[config.mk]
export PLATFORM = sky130hd
export DESIGN_NAME = i2c_register_master
export DESIGN_NICKNAME = d
export VERILOG_FILES = /design/src/hdl/i2cm_pkg.sv /design/src/hdl/i2cm_seq.sv /design/src/hdl/i2cm_out_reg.sv /design/src/hdl/i2c_register_master.sv
export SDC_FILE = /design/constraint.sdc
export NUM_CORES = 1
export LEC_CHECK = 0
export BUFFER_PORTS_ARGS = -buffer_cell sky130_fd_sc_hd__buf_2
export CORE_MARGIN = 10
export CORE_UTILIZATION = 40
export DETAILED_ROUTE_END_ITERATION = 16
export SLEW_MARGIN = 20
export SYNTH_ARGS = -nofsm -noshare
export SYNTH_HDL_FRONTEND = slang
export SYNTH_SLANG_ARGS = --single-unit
[constraint.sdc]
create_clock -name clk_i -period 6.4 [get_ports clk_i]
set_input_delay 1.6 -clock clk_i [delete_from_list [all_inputs] [get_ports clk_i]]
set_output_delay 1.6 -clock clk_i [all_outputs]
set_load 0.01 [all_outputs]
[src/hdl/i2cm_pkg.sv]
// Package for the I2C register-transfer master.
// Holds the word types of both channels, the sequencer codes and reset constants.
// No dependencies.
package i2cm_pkg;

  // Request codes carried in req_type
  typedef enum logic [1:0] {
    REQ_TICK  = 2'd0,
    REQ_WRITE = 2'd1,
    REQ_READ  = 2'd2,
    REQ_BYTE  = 2'd3
  } req_e;

  // Sequencer phases
  typedef enum logic [3:0] {
    PH_IDLE     = 4'd0,
    PH_RECOVER  = 4'd1,
    PH_START    = 4'd2,
    PH_TXBIT    = 4'd3,
    PH_TXREL    = 4'd4,
    PH_ACK_LEAD = 4'd5,
    PH_ACK_HIGH = 4'd6,
    PH_ACK_TAIL = 4'd7,
    PH_RXBIT    = 4'd8,
    PH_WAITB    = 4'd9,
    PH_STOP     = 4'd10
  } phase_e;

  // Which byte of the transfer is on the bus
  typedef enum logic [2:0] {
    ST_ADDR_W = 3'd0,
    ST_REG    = 3'd1,
    ST_ADDR_R = 3'd2,
    ST_DATA_W = 3'd3,
    ST_DATA_R = 3'd4
  } stage_e;

  // Configuration register indexes
  typedef enum logic [0:0] {
    CFG_RECOVERY_LIMIT = 1'b0,
    CFG_ACK_HIGH_TICKS = 1'b1
  } cfg_idx_e;

  localparam int unsigned CfgDataW = 16;

  localparam logic [15:0] RESET_RECOVERY = 16'd500;
  localparam logic [7:0]  RESET_ACK_HIGH = 8'd10;
  localparam logic [7:0]  MSB_MASK       = 8'h80;
  localparam logic        LSB_BIT        = 1'b1;

  // Input word
  typedef struct packed {
    logic [1:0] req_type;
    logic       sda_in;
    logic [6:0] slave_addr;
    logic [7:0] reg_addr;
    logic [7:0] byte_count;
    logic [7:0] write_byte;
  } i2cm_req_t;

  // Result word
  typedef struct packed {
    logic       scl_out;
    logic       sda_out;
    logic       busy_res;
    logic       need_byte;
    logic       read_valid;
    logic [7:0] read_data;
    logic       last_byte;
    logic       done_res;
    logic       nack_error;
  } i2cm_res_t;

endpackage

[src/hdl/i2cm_seq.sv]
// Bus sequencer of the I2C register-transfer master: state registers and one
// step of next-state logic per accepted word. Depends on i2cm_pkg.
module i2cm_seq import i2cm_pkg::*; (
  input  logic        clk_i,
  input  logic        rst_ni,
  input  logic        step_i,
  input  i2cm_req_t   req_i,
  input  logic [15:0] recovery_limit_i,
  input  logic [7:0]  ack_high_ticks_i,
  output i2cm_res_t   res_o
);

  phase_e      phase_q, phase_d;
  stage_e      stage_q, stage_d;
  logic [7:0]  tick_q, tick_d;
  logic [3:0]  bit_q, bit_d;
  logic [7:0]  shift_q, shift_d;
  logic [7:0]  left_q, left_d;
  logic [6:0]  target_q, target_d;
  logic [7:0]  regaddr_q, regaddr_d;
  logic        is_read_q, is_read_d;
  logic [15:0] rec_q, rec_d;
  logic        scl_q, scl_d;
  logic        sda_q, sda_d;
  logic        failed_q, failed_d;

  logic        rv, lb, dn, er;
  logic [7:0]  rd;
  logic [3:0]  bit_inc;
  logic [8:0]  tick_inc;
  logic [7:0]  hold;
  logic [7:0]  rx_shift;
  logic [7:0]  left_dec;

  assign bit_inc  = bit_q + 4'd1;
  assign tick_inc = {1'b0, tick_q} + 9'd1;
  assign hold     = (ack_high_ticks_i == 8'd0) ? 8'd1 : ack_high_ticks_i;
  assign rx_shift = {shift_q[6:0], req_i.sda_in};
  assign left_dec = left_q - 8'd1;

  // Advance the sequence by one word
  always_comb begin
    phase_d   = phase_q;
    stage_d   = stage_q;
    tick_d    = tick_q;
    bit_d     = bit_q;
    shift_d   = shift_q;
    left_d    = left_q;
    target_d  = target_q;
    regaddr_d = regaddr_q;
    is_read_d = is_read_q;
    rec_d     = rec_q;
    scl_d     = scl_q;
    sda_d     = sda_q;
    failed_d  = failed_q;
    rv = 1'b0;
    rd = 8'd0;
    lb = 1'b0;
    dn = 1'b0;
    er = 1'b0;

    case (req_i.req_type)
      REQ_WRITE, REQ_READ: begin
        // Latch a new transfer, ignored while busy
        if (phase_q == PH_IDLE) begin
          target_d  = req_i.slave_addr;
          regaddr_d = req_i.reg_addr;
          left_d    = req_i.byte_count;
          is_read_d = (req_i.req_type == REQ_READ);
          stage_d   = ST_ADDR_W;
          failed_d  = 1'b0;
          bit_d     = 4'd0;
          phase_d   = PH_RECOVER;
          tick_d    = 8'd0;
          rec_d     = 16'd0;
        end
      end
      REQ_BYTE: begin
        if (phase_q == PH_WAITB) begin
          shift_d = req_i.write_byte;
          left_d  = left_dec;
          bit_d   = 4'd0;
          phase_d = PH_TXBIT;
          tick_d  = 8'd0;
        end
      end
      default: begin
        case (phase_q)
          PH_RECOVER: begin
            // Pulse SCL while SDA is held low, up to the limit
            if (tick_q == 8'd0) begin
              scl_d  = 1'b0;
              tick_d = 8'd1;
              if (!req_i.sda_in &&
                  ({1'b0, rec_q} + 17'd1 < {1'b0, recovery_limit_i})) begin
                rec_d = rec_q + 16'd1;
              end else begin
                phase_d = PH_START;
              end
            end else begin
              scl_d  = 1'b1;
              tick_d = 8'd0;
            end
          end
          PH_START: begin
            if (tick_q == 8'd1) begin
              sda_d  = 1'b1;
              tick_d = 8'd2;
            end else if (tick_q == 8'd2) begin
              scl_d  = 1'b1;
              tick_d = 8'd3;
            end else if (tick_q == 8'd3) begin
              sda_d  = 1'b0;
              tick_d = 8'd4;
            end else begin
              scl_d   = 1'b0;
              shift_d = {target_q, (stage_q == ST_ADDR_R) ? LSB_BIT : 1'b0};
              bit_d   = 4'd0;
              phase_d = PH_TXBIT;
              tick_d  = 8'd0;
            end
          end
          PH_TXBIT: begin
            if (tick_q == 8'd0) begin
              scl_d  = 1'b0;
              tick_d = 8'd1;
            end else if (tick_q == 8'd1) begin
              sda_d   = |(shift_q & MSB_MASK);
              shift_d = {shift_q[6:0], 1'b0};
              tick_d  = 8'd2;
            end else begin
              scl_d  = 1'b1;
              bit_d  = bit_inc;
              tick_d = 8'd0;
              if (bit_inc >= 4'd8) begin
                bit_d   = 4'd0;
                phase_d = PH_TXREL;
              end
            end
          end
          PH_TXREL: begin
            if (tick_q == 8'd0) begin
              scl_d  = 1'b0;
              tick_d = 8'd1;
            end else begin
              sda_d   = 1'b1;
              phase_d = PH_ACK_LEAD;
              tick_d  = 8'd0;
            end
          end
          PH_ACK_LEAD: begin
            if (tick_q == 8'd0) begin
              scl_d  = 1'b0;
              tick_d = 8'd1;
            end else begin
              // Master ACKs read bytes and NACKs the last; releases otherwise
              sda_d   = (stage_q == ST_DATA_R) ? (left_q == 8'd0) : 1'b1;
              phase_d = PH_ACK_HIGH;
              tick_d  = 8'd0;
            end
          end
          PH_ACK_HIGH: begin
            scl_d  = 1'b1;
            tick_d = tick_inc[7:0];
            if (tick_inc >= {1'b0, hold}) begin
              phase_d = PH_ACK_TAIL;
              tick_d  = 8'd0;
            end
          end
          PH_ACK_TAIL: begin
            if (tick_q == 8'd0) begin
              // Sample the slave's acknowledge
              if (stage_q != ST_DATA_R && req_i.sda_in) failed_d = 1'b1;
              scl_d  = 1'b0;
              tick_d = 8'd1;
            end else begin
              sda_d  = 1'b1;
              tick_d = 8'd0;
              if (failed_q) begin
                phase_d = PH_STOP;
              end else begin
                case (stage_q)
                  ST_ADDR_W: begin
                    stage_d = ST_REG;
                    shift_d = regaddr_q;
                    bit_d   = 4'd0;
                    phase_d = PH_TXBIT;
                  end
                  ST_REG: begin
                    if (is_read_q) begin
                      stage_d = ST_ADDR_R;
                      phase_d = PH_RECOVER;
                      rec_d   = 16'd0;
                    end else begin
                      stage_d = ST_DATA_W;
                      phase_d = (left_q != 8'd0) ? PH_WAITB : PH_STOP;
                    end
                  end
                  ST_DATA_W: begin
                    phase_d = (left_q != 8'd0) ? PH_WAITB : PH_STOP;
                  end
                  default: begin
                    if (left_q != 8'd0) begin
                      stage_d = ST_DATA_R;
                      bit_d   = 4'd0;
                      shift_d = 8'd0;
                      phase_d = PH_RXBIT;
                    end else begin
                      phase_d = PH_STOP;
                    end
                  end
                endcase
              end
            end
          end
          PH_RXBIT: begin
            if (tick_q == 8'd0) begin
              scl_d  = 1'b1;
              tick_d = 8'd1;
            end else begin
              // Shift in one bit, MSB first
              shift_d = rx_shift;
              scl_d   = 1'b0;
              bit_d   = bit_inc;
              tick_d  = 8'd0;
              if (bit_inc >= 4'd8) begin
                bit_d   = 4'd0;
                left_d  = left_dec;
                rv      = 1'b1;
                rd      = rx_shift;
                lb      = (left_dec == 8'd0);
                phase_d = PH_ACK_LEAD;
              end
            end
          end
          PH_STOP: begin
            if (tick_q == 8'd0) begin
              scl_d  = 1'b0;
              tick_d = 8'd1;
            end else if (tick_q == 8'd1) begin
              sda_d  = 1'b0;
              tick_d = 8'd2;
            end else if (tick_q == 8'd2) begin
              scl_d  = 1'b1;
              tick_d = 8'd3;
            end else begin
              sda_d    = 1'b1;
              dn       = 1'b1;
              er       = failed_q;
              failed_d = 1'b0;
              phase_d  = PH_IDLE;
              tick_d   = 8'd0;
            end
          end
          default: begin
            // Idle or waiting for a byte: hold the lines
          end
        endcase
      end
    endcase
  end

  // Assemble the result word
  always_comb begin
    res_o.scl_out    = scl_d;
    res_o.sda_out    = sda_d;
    res_o.busy_res   = (phase_d != PH_IDLE);
    res_o.need_byte  = (phase_d == PH_WAITB);
    res_o.read_valid = rv;
    res_o.read_data  = rd;
    res_o.last_byte  = lb;
    res_o.done_res   = dn;
    res_o.nack_error = er;
  end

  // Sequencer state
  always_ff @(posedge clk_i or negedge rst_ni) begin
    if (!rst_ni) begin
      phase_q   <= PH_IDLE;
      stage_q   <= ST_ADDR_W;
      tick_q    <= 8'd0;
      bit_q     <= 4'd0;
      shift_q   <= 8'd0;
      left_q    <= 8'd0;
      target_q  <= 7'd0;
      regaddr_q <= 8'd0;
      is_read_q <= 1'b0;
      rec_q     <= 16'd0;
      scl_q     <= 1'b1;
      sda_q     <= 1'b1;
      failed_q  <= 1'b0;
    end else if (step_i) begin
      phase_q   <= phase_d;
      stage_q   <= stage_d;
      tick_q    <= tick_d;
      bit_q     <= bit_d;
      shift_q   <= shift_d;
      left_q    <= left_d;
      target_q  <= target_d;
      regaddr_q <= regaddr_d;
      is_read_q <= is_read_d;
      rec_q     <= rec_d;
      scl_q     <= scl_d;
      sda_q     <= sda_d;
      failed_q  <= failed_d;
    end
  end

  // A write byte taken while waiting starts its transmission
  a_byte_starts_tx: assert property (@(posedge clk_i) disable iff (!rst_ni)
    step_i && req_i.req_type == REQ_BYTE && phase_q == PH_WAITB
    |=> phase_q == PH_TXBIT && bit_q == 4'd0)
    else $error("write byte did not start transmission");

  // A finished STOP returns the sequencer to idle with lines released
  a_done_idle: assert property (@(posedge clk_i) disable iff (!rst_ni)
    step_i && res_o.done_res |=> phase_q == PH_IDLE && scl_q && sda_q)
    else $error("done without returning to idle");

  // Received bytes only come out of the data-read stage
  a_rx_stage: assert property (@(posedge clk_i) disable iff (!rst_ni)
    step_i && res_o.read_valid |-> stage_q == ST_DATA_R && phase_q == PH_RXBIT)
    else $error("read byte outside data read");

  // An error is only reported together with done
  a_err_done: assert property (@(posedge clk_i) disable iff (!rst_ni)
    res_o.nack_error |-> res_o.done_res && phase_q == PH_STOP)
    else $error("nack error without stop");

  // Bit counter never reaches a full byte between words
  a_bit_range: assert property (@(posedge clk_i) disable iff (!rst_ni)
    bit_q < 4'd8)
    else $error("bit counter out of range");

endmodule

[src/hdl/i2cm_out_reg.sv]
// Output register of the I2C register-transfer master: holds one result word
// until the receiver takes it. Depends on i2cm_pkg.
module i2cm_out_reg import i2cm_pkg::*; (
  input  logic      clk_i,
  input  logic      rst_ni,
  input  logic      load_i,
  input  i2cm_res_t data_i,
  input  logic      out_stall_i,
  output logic      full_o,
  output logic      out_valid_o,
  output i2cm_res_t out_data_o
);

  logic      valid_q, valid_d;
  i2cm_res_t data_q;

  // Fill on load, drop once taken
  always_comb begin
    valid_d = valid_q;
    if (load_i) begin
      valid_d = 1'b1;
    end else if (valid_q && !out_stall_i) begin
      valid_d = 1'b0;
    end
  end

  always_ff @(posedge clk_i or negedge rst_ni) begin
    if (!rst_ni) begin
      valid_q <= 1'b0;
    end else begin
      valid_q <= valid_d;
    end
  end

  // Payload needs no reset
  always_ff @(posedge clk_i) begin
    if (load_i) begin
      data_q <= data_i;
    end
  end

  assign full_o      = valid_q && out_stall_i;
  assign out_valid_o = valid_q;
  assign out_data_o  = data_q;

endmodule

[src/hdl/i2c_register_master.sv]
// I2C register-transfer master, top level: configuration registers and the
// word handshake around the sequencer. Depends on i2cm_pkg, i2cm_seq, i2cm_out_reg.
//
// Usage: every input word is a one-microsecond tick carrying the sampled SDA
// level, a start command (register write or register read, with slave
// address, register address and byte count) or the next write byte. Every
// accepted word yields exactly one result word with the SCL/SDA drive and the
// status flags (busy, need_byte, read_valid/read_data/last_byte, done, error).
// The result word is loaded into the output register by the clock edge that
// accepts the input word. One word is taken per cycle while in_stall_o is low;
// the sequencer makes one step per word in combinational next-state logic.
// Reset: sequencer idle, both lines released, recovery limit 500 and ACK
// high time 10 ticks. Configuration is written through cfg_we_i/cfg_index_i
// and cfg_data_i; the user must do so only while the block is idle (not enforced).
// Stall: while out_stall_i holds a full output register, in_stall_o is
// raised and the result word holds; as soon as the word is taken, or in the
// same cycle it is taken, a new input word is accepted.
module i2c_register_master import i2cm_pkg::*; (
  input  logic                clk_i,
  input  logic                rst_ni,
  input  logic                in_valid_i,
  output logic                in_stall_o,
  input  i2cm_req_t           in_data_i,
  output logic                out_valid_o,
  input  logic                out_stall_i,
  output i2cm_res_t           out_data_o,
  input  logic                cfg_we_i,
  input  logic [0:0]          cfg_index_i,
  input  logic [CfgDataW-1:0] cfg_data_i
);

  logic        full;
  logic        step;
  i2cm_res_t   res;
  logic [15:0] recovery_limit_q;
  logic [7:0]  ack_high_ticks_q;

  // Take a word whenever the output register can accept the result
  assign in_stall_o = full;
  assign step       = in_valid_i && !full;

  // Configuration registers
  always_ff @(posedge clk_i or negedge rst_ni) begin
    if (!rst_ni) begin
      recovery_limit_q <= RESET_RECOVERY;
      ack_high_ticks_q <= RESET_ACK_HIGH;
    end else if (cfg_we_i) begin
      case (cfg_idx_e'(cfg_index_i))
        CFG_RECOVERY_LIMIT: recovery_limit_q <= cfg_data_i[15:0];
        CFG_ACK_HIGH_TICKS: ack_high_ticks_q <= cfg_data_i[7:0];
        default: begin
        end
      endcase
    end
  end

  i2cm_seq u_seq (
    .clk_i            (clk_i),
    .rst_ni           (rst_ni),
    .step_i           (step),
    .req_i            (in_data_i),
    .recovery_limit_i (recovery_limit_q),
    .ack_high_ticks_i (ack_high_ticks_q),
    .res_o            (res)
  );

  i2cm_out_reg u_out_reg (
    .clk_i       (clk_i),
    .rst_ni      (rst_ni),
    .load_i      (step),
    .data_i      (res),
    .out_stall_i (out_stall_i),
    .full_o      (full),
    .out_valid_o (out_valid_o),
    .out_data_o  (out_data_o)
  );

endmodule
Word level (Yosys, flattened, before mapping). Cells that the tools add are included.

Input port bits: 56. Logic and storage cells: 275. Bits in writable memories: 0. Memory bits (read-only): 0. Memories: 0. Register bits after elaboration: 111. Latch bits: 0. Output and inout bits: 18.

Multiplexer cells: 131. Add/sub/neg operators: 5. Equality and inequality tests: 59. Bitwise logic cells: 6. Magnitude comparators: 3. Multipliers: 0. Divide/modulo/power cells: 0. Shifts and indexed selects: 0. Reduce and logical (&&, ||, !) cells: 46.

Operators with widths (count): $mux 8 (24); $mux 4 (33); $mux 16 (7); $pmux 16 s2 (2); $pmux 8 s2 (4); $ne 3x3->1 const B (14); $pmux 8 s5 (1); $mux 1 (37); $pmux 4 s9 (1); $logic_not 8->1 (4); $ne 4x4->1 const B (8); $pmux 8 s4 (1); $reduce_and 14->1 (2); $pmux 4 s2 (3); $ne 3x1->1 const B (7); $mux 3 (6); $add 16x1->17 const B (1); $lt 17x16->1 (1); $add 16x1->16 const B (1); $eq 4x3->1 const B (4); $eq 4x4->1 const B (4); $eq 8x2->1 const B (2); $pmux 4 s4 (1); $pmux 4 s3 (1); 49 further kinds (81).

Depth between registers and ports, before layout. Gate-level depths: netlist of run 1.

Depth in word-level cells: 9. Mapped depth: 15. Mapped depth without buffers: 14.

Modules after synthesis. A second synthesis of run 1 with hierarchy kept.

Cell total of the unflattened synthesis: 744. Area, all modules: 7121.8 sq um.

Modules (own cells, without submodules): i2cm_seq (instances 1, area each 5641.7 sq um, cells an instance 672, sequential area each 1754.2 sq um); i2c_register_master (instances 1, area each 960.9 sq um, cells an instance 53, sequential area each 610.6 sq um); i2cm_out_reg (instances 1, area each 519.2 sq um, cells an instance 19, sequential area each 505.5 sq um).

Worst setup path before layout of run 1. No wires, ideal clock.

Path type: input -> register. Start point: in in_data_i[32] (netlist name). End point: reg u_seq.rec_q[15]. Path buffers: 2. Stages on the path: 10. Data required time: 6.304 ns. Arrival time: 3.557 ns. Library setup time: 0.096 ns. Setup slack: 2.747 ns. Cells stage by stage: inv_1 ha_1 clkbuf_1 clkinv_1 o21ai_0 nor3_1 a21oi_1 clkbuf_1 o21ai_0 o31ai_1.

Word-level cells in the longest chain between the ends: 4. Elaborated cells between the ends (all ways): 15. Those cells by class: 10 x eq/ne; 1 x mux; 1 x bitwise; 3 x reduce/logical.

Ends and longest elaborated chain: from (decl) (RTL line i2c_register_master.sv:23) `input i2cm_req_t in_data_i,`; $eq 2x1->1 / $eq 2x2->1 (equally long branches) (RTL line i2cm_seq.sv:62) `case (req_i.req_type)`; $reduce_or 2->1; $ne 3x1->1 (no line), or another cell as far along; $reduce_and 10->1 (no line); to (signal assigned) (RTL line i2cm_seq.sv:302) `rec_q <= rec_d;`; to (decl) (RTL line i2cm_seq.sv:22) `logic [15:0] rec_q, rec_d;`.

Several ways; a longest one is shown, not always the timed one. A chain may end at the register's enable or synchronous reset.

Worst setup path in the final report of run 1.
Start point: in in_data_i[32] (netlist name). End point: reg u_seq.rec_q[13].

Same word-level chain as after synthesis.

==> results.py, run 1 <==
metrics = {
    "place": {
        "placed_cells_incl_taps": 1024,
        "gpl.final_weighted_congestion": 0.902,
        "post-dp-hpwl_mm": 13.2,
        "port-buffer-count": 73,
    },
    "cts": {
        "clkSinkCount": 111,
        "cts-htree-levels": 3,
        "clock_tree.root_cell": "sky130_fd_sc_hd__clkbuf_16",
        "tritoncts": "built",
        "cts_inserted_buffers": 9,
        "cts.path.max_buffers": 2,
        "hold_fix_buffer_count_after_cts": 0,
        "setup_bufs_post_cts": 0,
        "worst_setup_hold_path_clk_slew_ns": 0.08,
        "cts.repair.resized": 0,
        "clkLatencyLatePin_ns": 0.37,
    },
    "run": {
        "drv.max_cap_violation_count": 0,
    },
    "yosys": {
        "synth_sequential_area_ratio": 0.411,
        "syn_area_mm2": 0.00699,
        "number_of_library_cell_types_mapped_by_synthesis": 86,
        "synth_async_sr_flop_share": 0.856,
        "main_synth_ff_type": "sky130_fd_sc_hd__dfrtp_1",
        "synth.largest_area_cell": "sky130_fd_sc_hd__dfrtp_1",
        "synth_edf_count": 16,
        "ys.warnings.count": 0,
        "synthesis.area_per_instance_um2": 9.27,
        "synth_top_area_share": 0.304,
        "postSynthNetCount": 846,
        "synth_cells": 754,
        "synth-seq-cells": 111,
        "synth.area.top_cells": "sky130_fd_sc_hd__dfrtp_1 (30%), sky130_fd_sc_hd__edfxtp_1 (6.9%), sky130_fd_sc_hd__ha_1 (6.4%)",
    },
    "floorplanning": {
        "die-height_um": 152,
        "floorplan.initialDensity": 0.405,
        "core.rowCount": 48,
        "die_area_mm2": 0.0232,
        "die_width_um": 152,
        "coreArea_mm2": 0.0172,
        "num_io_pins": 74,
    },
    "power_and_ir_drop": {
        "cellLeakagePower_uw": 0.00341,
        "power_uw": 2500,
        "vdd_ir_drop_max_v": 0.000177,
        "power.density_cell_area_mw_per_mm2": 319,
    },
    "sta": {
        "rsz0062_at_grt": "no",
        "layout_worst_path_cycle_share": 0.651,
        "worst_slew_pin_slew_ns": 0.966,
        "fin_setup_tns_ns": 0,
        "max-slew-margin-rel": 0.356,
        "timing.final.setup_violations": 0,
        "timing_hold_violations_final": 0,
        "clock_period_minus_worst_slack_ns": 4.17,
        "clock_skew_ns": 0.00970,
        "fmaxAchievable_ghz": 0.240,
        "slew_violations": 0,
    },
    "worst_setup_path": {
        "crit_path_top_delay_cell": "sky130_fd_sc_hd__ha_1",
        "cp_data_required_time_ns": 6.71,
        "critPathArrivalTime_ns": 4.48,
        "timing_worst_setup_path_type": "in2reg",
        "critPathMaxStageDelay_ns": 0.82,
        "timing.critical_path.to_type": "register",
        "critical_path_buf_inv_count": 4,
        "critical_path.max_fanout": 26,
        "cp_top_family": "compound AO/OA/AOI/OAI gates",
        "timing.critical_path.cells": "buf_2, inv_1, ha_1, clkinv_1, o21ai_0, nor3_1, a21oi_1, buf_4, or2_0, a211o_1",
        "timing.critical_path.from_type": "input port",
    },
    "drt": {
        "drt_pass1_iterations": 5,
        "route.antenna.remaining_nets": 0,
        "via_per_inst": 5.61,
        "routed_wire_length_per_instance_um": 16.9,
        "drt_iter0_drc": 492,
        "drt_wl_total_mm": 17.6,
        "route.vias.total": 5836,
        "route.detailed.drc": 0,
    },
    "global_route": {
        "antenna_found_initial": 0,
        "first_global_vias": 5789,
        "grt_first_pass_wirelength_mm": 29.8,
        "groute.usage.overall": 0.151,
        "grt_max_degree": 50,
        "grt_overflow": 0,
    },
    "cells_and_area": {
        "finish.utilization": 0.455,
        "antenna_cells": 0,
        "final_layout_fill_cell_count": 1687,
        "layout-area-overhead-vs-synth_pct": 12.2,
        "design.final.nets": 902,
        "final-instance-count-excl-fill": 1040,
        "final_layout_size_suffix_gt1_frac": 0.187,
    },
    "status": {
        "status": "completed",
    },
    "hold_path": {
        "worst_hold_path_type": "reg2reg",
    },
}
==> final cells by class <==
class | count | area, µm² | share of cell area
inverter | 39 | 146 | 0.0187
timing repair buffer | 78 | 405 | 0.0517
multi-input combinational | 571 | 3840 | 0.489
clock buffer | 9 | 225 | 0.0287
sequential | 111 | 2870 | 0.366
clock inverter | 7 | 78.8 | 0.0100
tap | 225 | 282 | 0.0359
==> final timing paths <==
kind | start | end | slack, ns | cells past startpoint
setup / recovery | in_data_i[32] | u_seq.rec_q[13]$_DFFE_PN0P_ | 2.23 | 10
hold / removal | u_seq.bit_q[2]$_DFFE_PN0P_ | u_seq.bit_q[2]$_DFFE_PN0P_ | 0.49 | 1
min in group asynchronous | rst_ni | u_seq.target_q[2]$_DFFE_PN0P_ | 1.23 | 1
max in group asynchronous | rst_ni | u_seq.tick_q[7]$_DFFE_PN0P_ | 4.09 | 2
hold reg to reg | u_seq.bit_q[2]$_DFFE_PN0P_ | u_seq.bit_q[2]$_DFFE_PN0P_ | 0.49 | 1
setup reg to reg | u_seq.rec_q[2]$_DFFE_PN0P_ | u_seq.rec_q[13]$_DFFE_PN0P_ | 2.26 | 14
==> cells in the mapped netlist (7+ instances only) <==
library cell / instances
sky130_fd_sc_hd__nand4_1: 7
sky130_fd_sc_hd__mux2_2: 29
sky130_fd_sc_hd__a21o_1: 8
sky130_fd_sc_hd__dfstp_2: 10
sky130_fd_sc_hd__xnor2_1: 15
sky130_fd_sc_hd__a211oi_1: 7
sky130_fd_sc_hd__ha_1: 36
sky130_fd_sc_hd__nand2_1: 65
sky130_fd_sc_hd__dfrtp_1: 85
sky130_fd_sc_hd__and2_1: 12
sky130_fd_sc_hd__o31ai_1: 19
sky130_fd_sc_hd__mux2_1: 8
sky130_fd_sc_hd__clkbuf_1: 25
sky130_fd_sc_hd__edfxtp_1: 16
sky130_fd_sc_hd__nand2b_1: 8
sky130_fd_sc_hd__xor2_1: 10
sky130_fd_sc_hd__o21ai_0: 62
sky130_fd_sc_hd__nor2_1: 55
sky130_fd_sc_hd__nor3_1: 17
sky130_fd_sc_hd__or3_1: 7
sky130_fd_sc_hd__nand3_1: 43
sky130_fd_sc_hd__inv_1: 38
sky130_fd_sc_hd__a22o_1: 9
sky130_fd_sc_hd__a21oi_1: 43
==> cell families (layout without fill, tap and decap cells) <==
group / after synthesis / count (layout) / synth area share
simple gates: 257 / 257 / 0.188
compound gates: 215 / 215 / 0.204
flops: 111 / 111 / 0.411
buf+inv: 72 / 133 / 0.0406
mux: 38 / 38 / 0.0610
fa+ha+maj: 36 / 36 / 0.0644
xor+xnor: 25 / 25 / 0.0313
==> state kept, by name (all words and copies together) (netlist names) <==
register / flops
ack_high_ticks_q: 8
recovery_limit_q: 16
u_out_reg.out_data_o: 16
u_out_reg.out_valid_o: 1
u_seq.bit_q: 4
u_seq.failed_q: 1
u_seq.is_read_q: 1
u_seq.left_q: 8
u_seq.phase_q: 4
u_seq.rec_q: 16
u_seq.regaddr_q: 8
u_seq.scl_q: 1
u_seq.sda_q: 1
u_seq.shift_q: 8
u_seq.stage_q: 3
u_seq.target_q: 7
u_seq.tick_q: 8
==> report_power, final <==
part / internal (µW) / switching, µW / total (µW)
clock: 281 / 299 / 581
sequential: 869 / 182 / 1050
combinational: 374 / 495 / 868
total: 1520 / 975 / 2500
==> stage by stage <==
stage,cell area (µm²),hold WS [ns],worst slack (ns)
5_1_grt,7850,0.526,1.76
3_5_place_dp,7540,0.478,1.88
4_1_cts,7850,0.491,2.23
6_report,7850,0.491,2.23
3_3_place_gp,7540,0.479,1.95
2_1_floorplan,6990,0.451,2.75
==> layout by cell type, fill, tap and decap left out, types with 3 or more instances in the layout <==
cell type,instances
sky130_fd_sc_hd__nand2_1,65
sky130_fd_sc_hd__a211oi_1,7
sky130_fd_sc_hd__xnor2_1,15
sky130_fd_sc_hd__buf_4,6
sky130_fd_sc_hd__o31ai_1,19
sky130_fd_sc_hd__nor2_1,55
sky130_fd_sc_hd__xor2_1,10
sky130_fd_sc_hd__buf_2,72
sky130_fd_sc_hd__nor3_1,17
sky130_fd_sc_hd__clkbuf_16,9
sky130_fd_sc_hd__o21ai_1,3
sky130_fd_sc_hd__o2111ai_1,4
sky130_fd_sc_hd__inv_8,4
sky130_fd_sc_hd__a22o_1,9
sky130_fd_sc_hd__nor4_1,4
sky130_fd_sc_hd__edfxtp_1,16
sky130_fd_sc_hd__nor3b_1,3
sky130_fd_sc_hd__and2_1,12
sky130_fd_sc_hd__dfrtp_1,85
sky130_fd_sc_hd__o21ai_0,62
sky130_fd_sc_hd__nand3_1,43
sky130_fd_sc_hd__a31oi_1,5
sky130_fd_sc_hd__or3_1,7
sky130_fd_sc_hd__a21oi_1,43
sky130_fd_sc_hd__a21o_1,8
sky130_fd_sc_hd__o211ai_1,5
sky130_fd_sc_hd__nand4_1,7
sky130_fd_sc_hd__a22oi_1,3
sky130_fd_sc_hd__o2bb2ai_1,5
sky130_fd_sc_hd__a221o_1,3
sky130_fd_sc_hd__o22ai_1,5
sky130_fd_sc_hd__ha_1,36
sky130_fd_sc_hd__mux2_1,8
sky130_fd_sc_hd__inv_1,38
sky130_fd_sc_hd__nor2b_1,4
sky130_fd_sc_hd__nand2b_1,8
sky130_fd_sc_hd__dfstp_2,10
sky130_fd_sc_hd__mux2_2,29
sky130_fd_sc_hd__and3_1,4
==> metal layers <==
metal  share of wire  routed length (µm)  track usage  up-vias
met3           0.041                 726       0.0257       17
met4           0.015                 265       0.0436        0
met1            0.47                8280        0.203     2796
met2            0.47                8340        0.244      118
met5               0                   0            0        -
li1                -                   -            -     2905
Note: power is estimated with default switching activity, not from simulation.
==> run 2: changes to the inputs <==
- clock period: 6.4 -> 4 ns (I/O delays scaled with it)
==> results.py, run 2 (synthesized netlist as in run 1, its figures left out) <==
metrics = {
    "drt": {
        "drt_iter0_drc": 586,
        "route.vias.total": 5884,
        "route.antenna.remaining_nets": 0,
        "routed_wire_length_per_instance_um": 17.1,
        "via_per_inst": 5.60,
        "drt_pass1_iterations": 7,
        "drt_wl_total_mm": 18.0,
        "route.detailed.drc": 0,
    },
    "power_and_ir_drop": {
        "power.switching_uw": 1580,
        "clock_network_power_share": 0.229,
        "power_uw": 4040,
        "power_switching_share": 0.392,
        "p_comb_frac": 0.361,
        "vdd_ir_drop_max_v": 0.000294,
        "power.density_cell_area_mw_per_mm2": 509,
        "cellLeakagePower_uw": 0.00347,
        "power_frac_seq": 0.410,
        "cell_internal_pwr_uw": 2460,
    },
    "run": {
        "drv.max_cap_violation_count": 0,
    },
    "place": {
        "post-dp-hpwl_mm": 13.3,
        "port-buffer-count": 73,
        "gpl.final_weighted_congestion": 0.904,
    },
    "worst_setup_path": {
        "timing.reg2reg.setup_slack_ns": 0.33,
        "cp_data_required_time_ns": 4.10,
        "critical_path.max_fanout": 6,
        "timing.critical_path.from_type": "register",
        "timing.critical_path.cells": "ha_1, and4_1, and4_1, nand3_1, xor2_1, inv_1, ha_1, a21oi_1, o21ai_0, nor4_2, o211ai_1, a221oi_2, o22ai_1, nand4bb_1",
        "critPathArrivalTime_ns": 3.77,
        "critPathMaxStageDelay_ns": 0.43,
        "timing.critical_path.to_type": "register",
        "crit_path_top_delay_cell": "sky130_fd_sc_hd__dfrtp_1",
        "timing_worst_setup_path_type": "reg2reg",
    },
    "global_route": {
        "first_global_vias": 5765,
        "grt_overflow": 0,
        "grt_max_degree": 51,
        "groute.usage.overall": 0.154,
        "antenna_found_initial": 0,
        "grt_first_pass_wirelength_mm": 30.0,
    },
    "cells_and_area": {
        "design.final.nets": 913,
        "mostFrequentLayoutCell": "sky130_fd_sc_hd__dfrtp_1",
        "layout_common_cells": "sky130_fd_sc_hd__dfrtp_1 (85), sky130_fd_sc_hd__buf_2 (72), sky130_fd_sc_hd__nand2_1 (65)",
        "antenna_cells": 0,
        "final_layout_fill_cell_count": 1648,
        "layout-area-overhead-vs-synth_pct": 13.5,
        "multi_input_combinational_cell_area_mm2": 0.00385,
        "final_layout_size_suffix_gt1_frac": 0.201,
        "combined_flip_flop_and_latch_cell_area_mm2": 0.00287,
    },
    "cts": {
        "cts.repair.resized": 0,
        "clock_tree.root_cell": "sky130_fd_sc_hd__clkbuf_16",
        "cts_inserted_buffers": 9,
        "cts.path.max_buffers": 2,
        "setup_bufs_post_cts": 0,
        "worst_setup_hold_path_clk_slew_ns": 0.08,
        "clkSinkCount": 111,
        "tritoncts": "built",
        "clkLatencyLatePin_ns": 0.37,
        "cts-htree-levels": 3,
        "hold_fix_buffer_count_after_cts": 0,
    },
    "sta": {
        "fmaxAchievable_ghz": 0.272,
        "clock_period_minus_worst_slack_ns": 3.67,
        "clock_skew_ns": 0.00895,
        "fin_setup_tns_ns": 0,
        "worst_slew_pin_slew_ns": 0.899,
        "layout_worst_path_cycle_share": 0.918,
        "timing_hold_violations_final": 0,
        "final.hold.worst_slack_ns": 0.487,
        "timing.final.setup_violations": 0,
        "rsz0062_at_grt": "no",
        "slew_violations": 0,
        "max-slew-margin-rel": 0.396,
    },
    "floorplanning": {
        "die_width_um": 152,
        "die_area_mm2": 0.0232,
        "core.rowCount": 48,
        "die-height_um": 152,
        "floorplan.initialDensity": 0.405,
        "coreArea_mm2": 0.0172,
        "num_io_pins": 74,
    },
    "hold_path": {
        "worst_hold_path_type": "reg2reg",
    },
    "status": {
        "status": "completed",
    },
}
-- run 2: cell count changes in the layout (fill, tap and decap cells not counted) --
cell / previous run / this run
sky130_fd_sc_hd__buf_4: 6 / 17
sky130_fd_sc_hd__nor4_2: 0 / 1
sky130_fd_sc_hd__or2_0: 1 / 0
sky130_fd_sc_hd__clkinv_8: 1 / 0
sky130_fd_sc_hd__clkinv_4: 1 / 2
sky130_fd_sc_hd__a221oi_1: 2 / 1
sky130_fd_sc_hd__nor4_1: 4 / 3
sky130_fd_sc_hd__a221oi_2: 1 / 2
sky130_fd_sc_hd__or2_4: 0 / 1
-- run 2: area by class of cell --
type,instances,share of cell area
inverter,39,0.0184
tap,225,0.0355
clock inverter,7,0.00899
multi-input combinational,571,0.485
sequential,111,0.362
clock buffer,9,0.0284
timing repair buffer,89,0.0615
-- run 2: critical path: cells and delay by family (launching register included) --
family,cells,cell delay [ns]
adder cells (fa/ha/maj),2,0.56
AND/OR/NAND/NOR,5,1.18
AO/OA/AOI/OAI,5,0.95
buffers and inverters,1,0.07
flip-flops,1,0.43
XOR/XNOR,1,0.20
-- run 2: final timing paths --
check,cells after the start,to,start
worst max-delay path,14,u_out_reg.out_data_o[13]$_DFFE_PP_,u_seq.rec_q[0]$_DFFE_PN0P_
worst min-delay path,1,u_seq.bit_q[2]$_DFFE_PN0P_,u_seq.bit_q[2]$_DFFE_PN0P_
worst max register to register,14,u_out_reg.out_data_o[13]$_DFFE_PP_,u_seq.rec_q[0]$_DFFE_PN0P_
worst min register to register,1,u_seq.bit_q[2]$_DFFE_PN0P_,u_seq.bit_q[2]$_DFFE_PN0P_
max in group asynchronous,2,recovery_limit_q[2]$_DFFE_PN1P_,rst_ni
min in group asynchronous,1,u_seq.regaddr_q[3]$_DFFE_PN0P_,rst_ni
-- run 2: metal layers --
| metal | routed length (µm) | vias to the layer above | GRT usage |
|---|---|---|---|
| li1 | - | 2908 | - |
| met1 | 8390 | 2780 | 0.205 |
| met2 | 8490 | 183 | 0.247 |
| met3 | 890 | 13 | 0.0254 |
| met4 | 241 | 0 | 0.0532 |
| met5 | 0 | - | 0 |
-- run 2: power by group through the flow --
stage	clock network, µW	logic (µW)	registers (µW)
finish	925	1460	1660
global route	997	1630	1700
CTS	947	1440	1650
detailed placement	0	1430	1680
global placement	0	1430	1670
floorplan	0	1130	1550
-- run 2: stage by stage --
| stage | instance area [µm²] | worst slack [ns] | cells | utilization |
|---|---|---|---|---|
| floorplan | 6990 | 0.593 | 754 | - |
| global placement | 7620 | 0.300 | 1035 | 0.442 |
| detailed placement | 7620 | 0.187 | 1035 | 0.442 |
| CTS | 7920 | 0.163 | 1051 | 0.459 |
| global route | 7940 | 0.0314 | 1051 | 0.460 |
| finish | 7940 | 0.326 | 1051 | 0.460 |
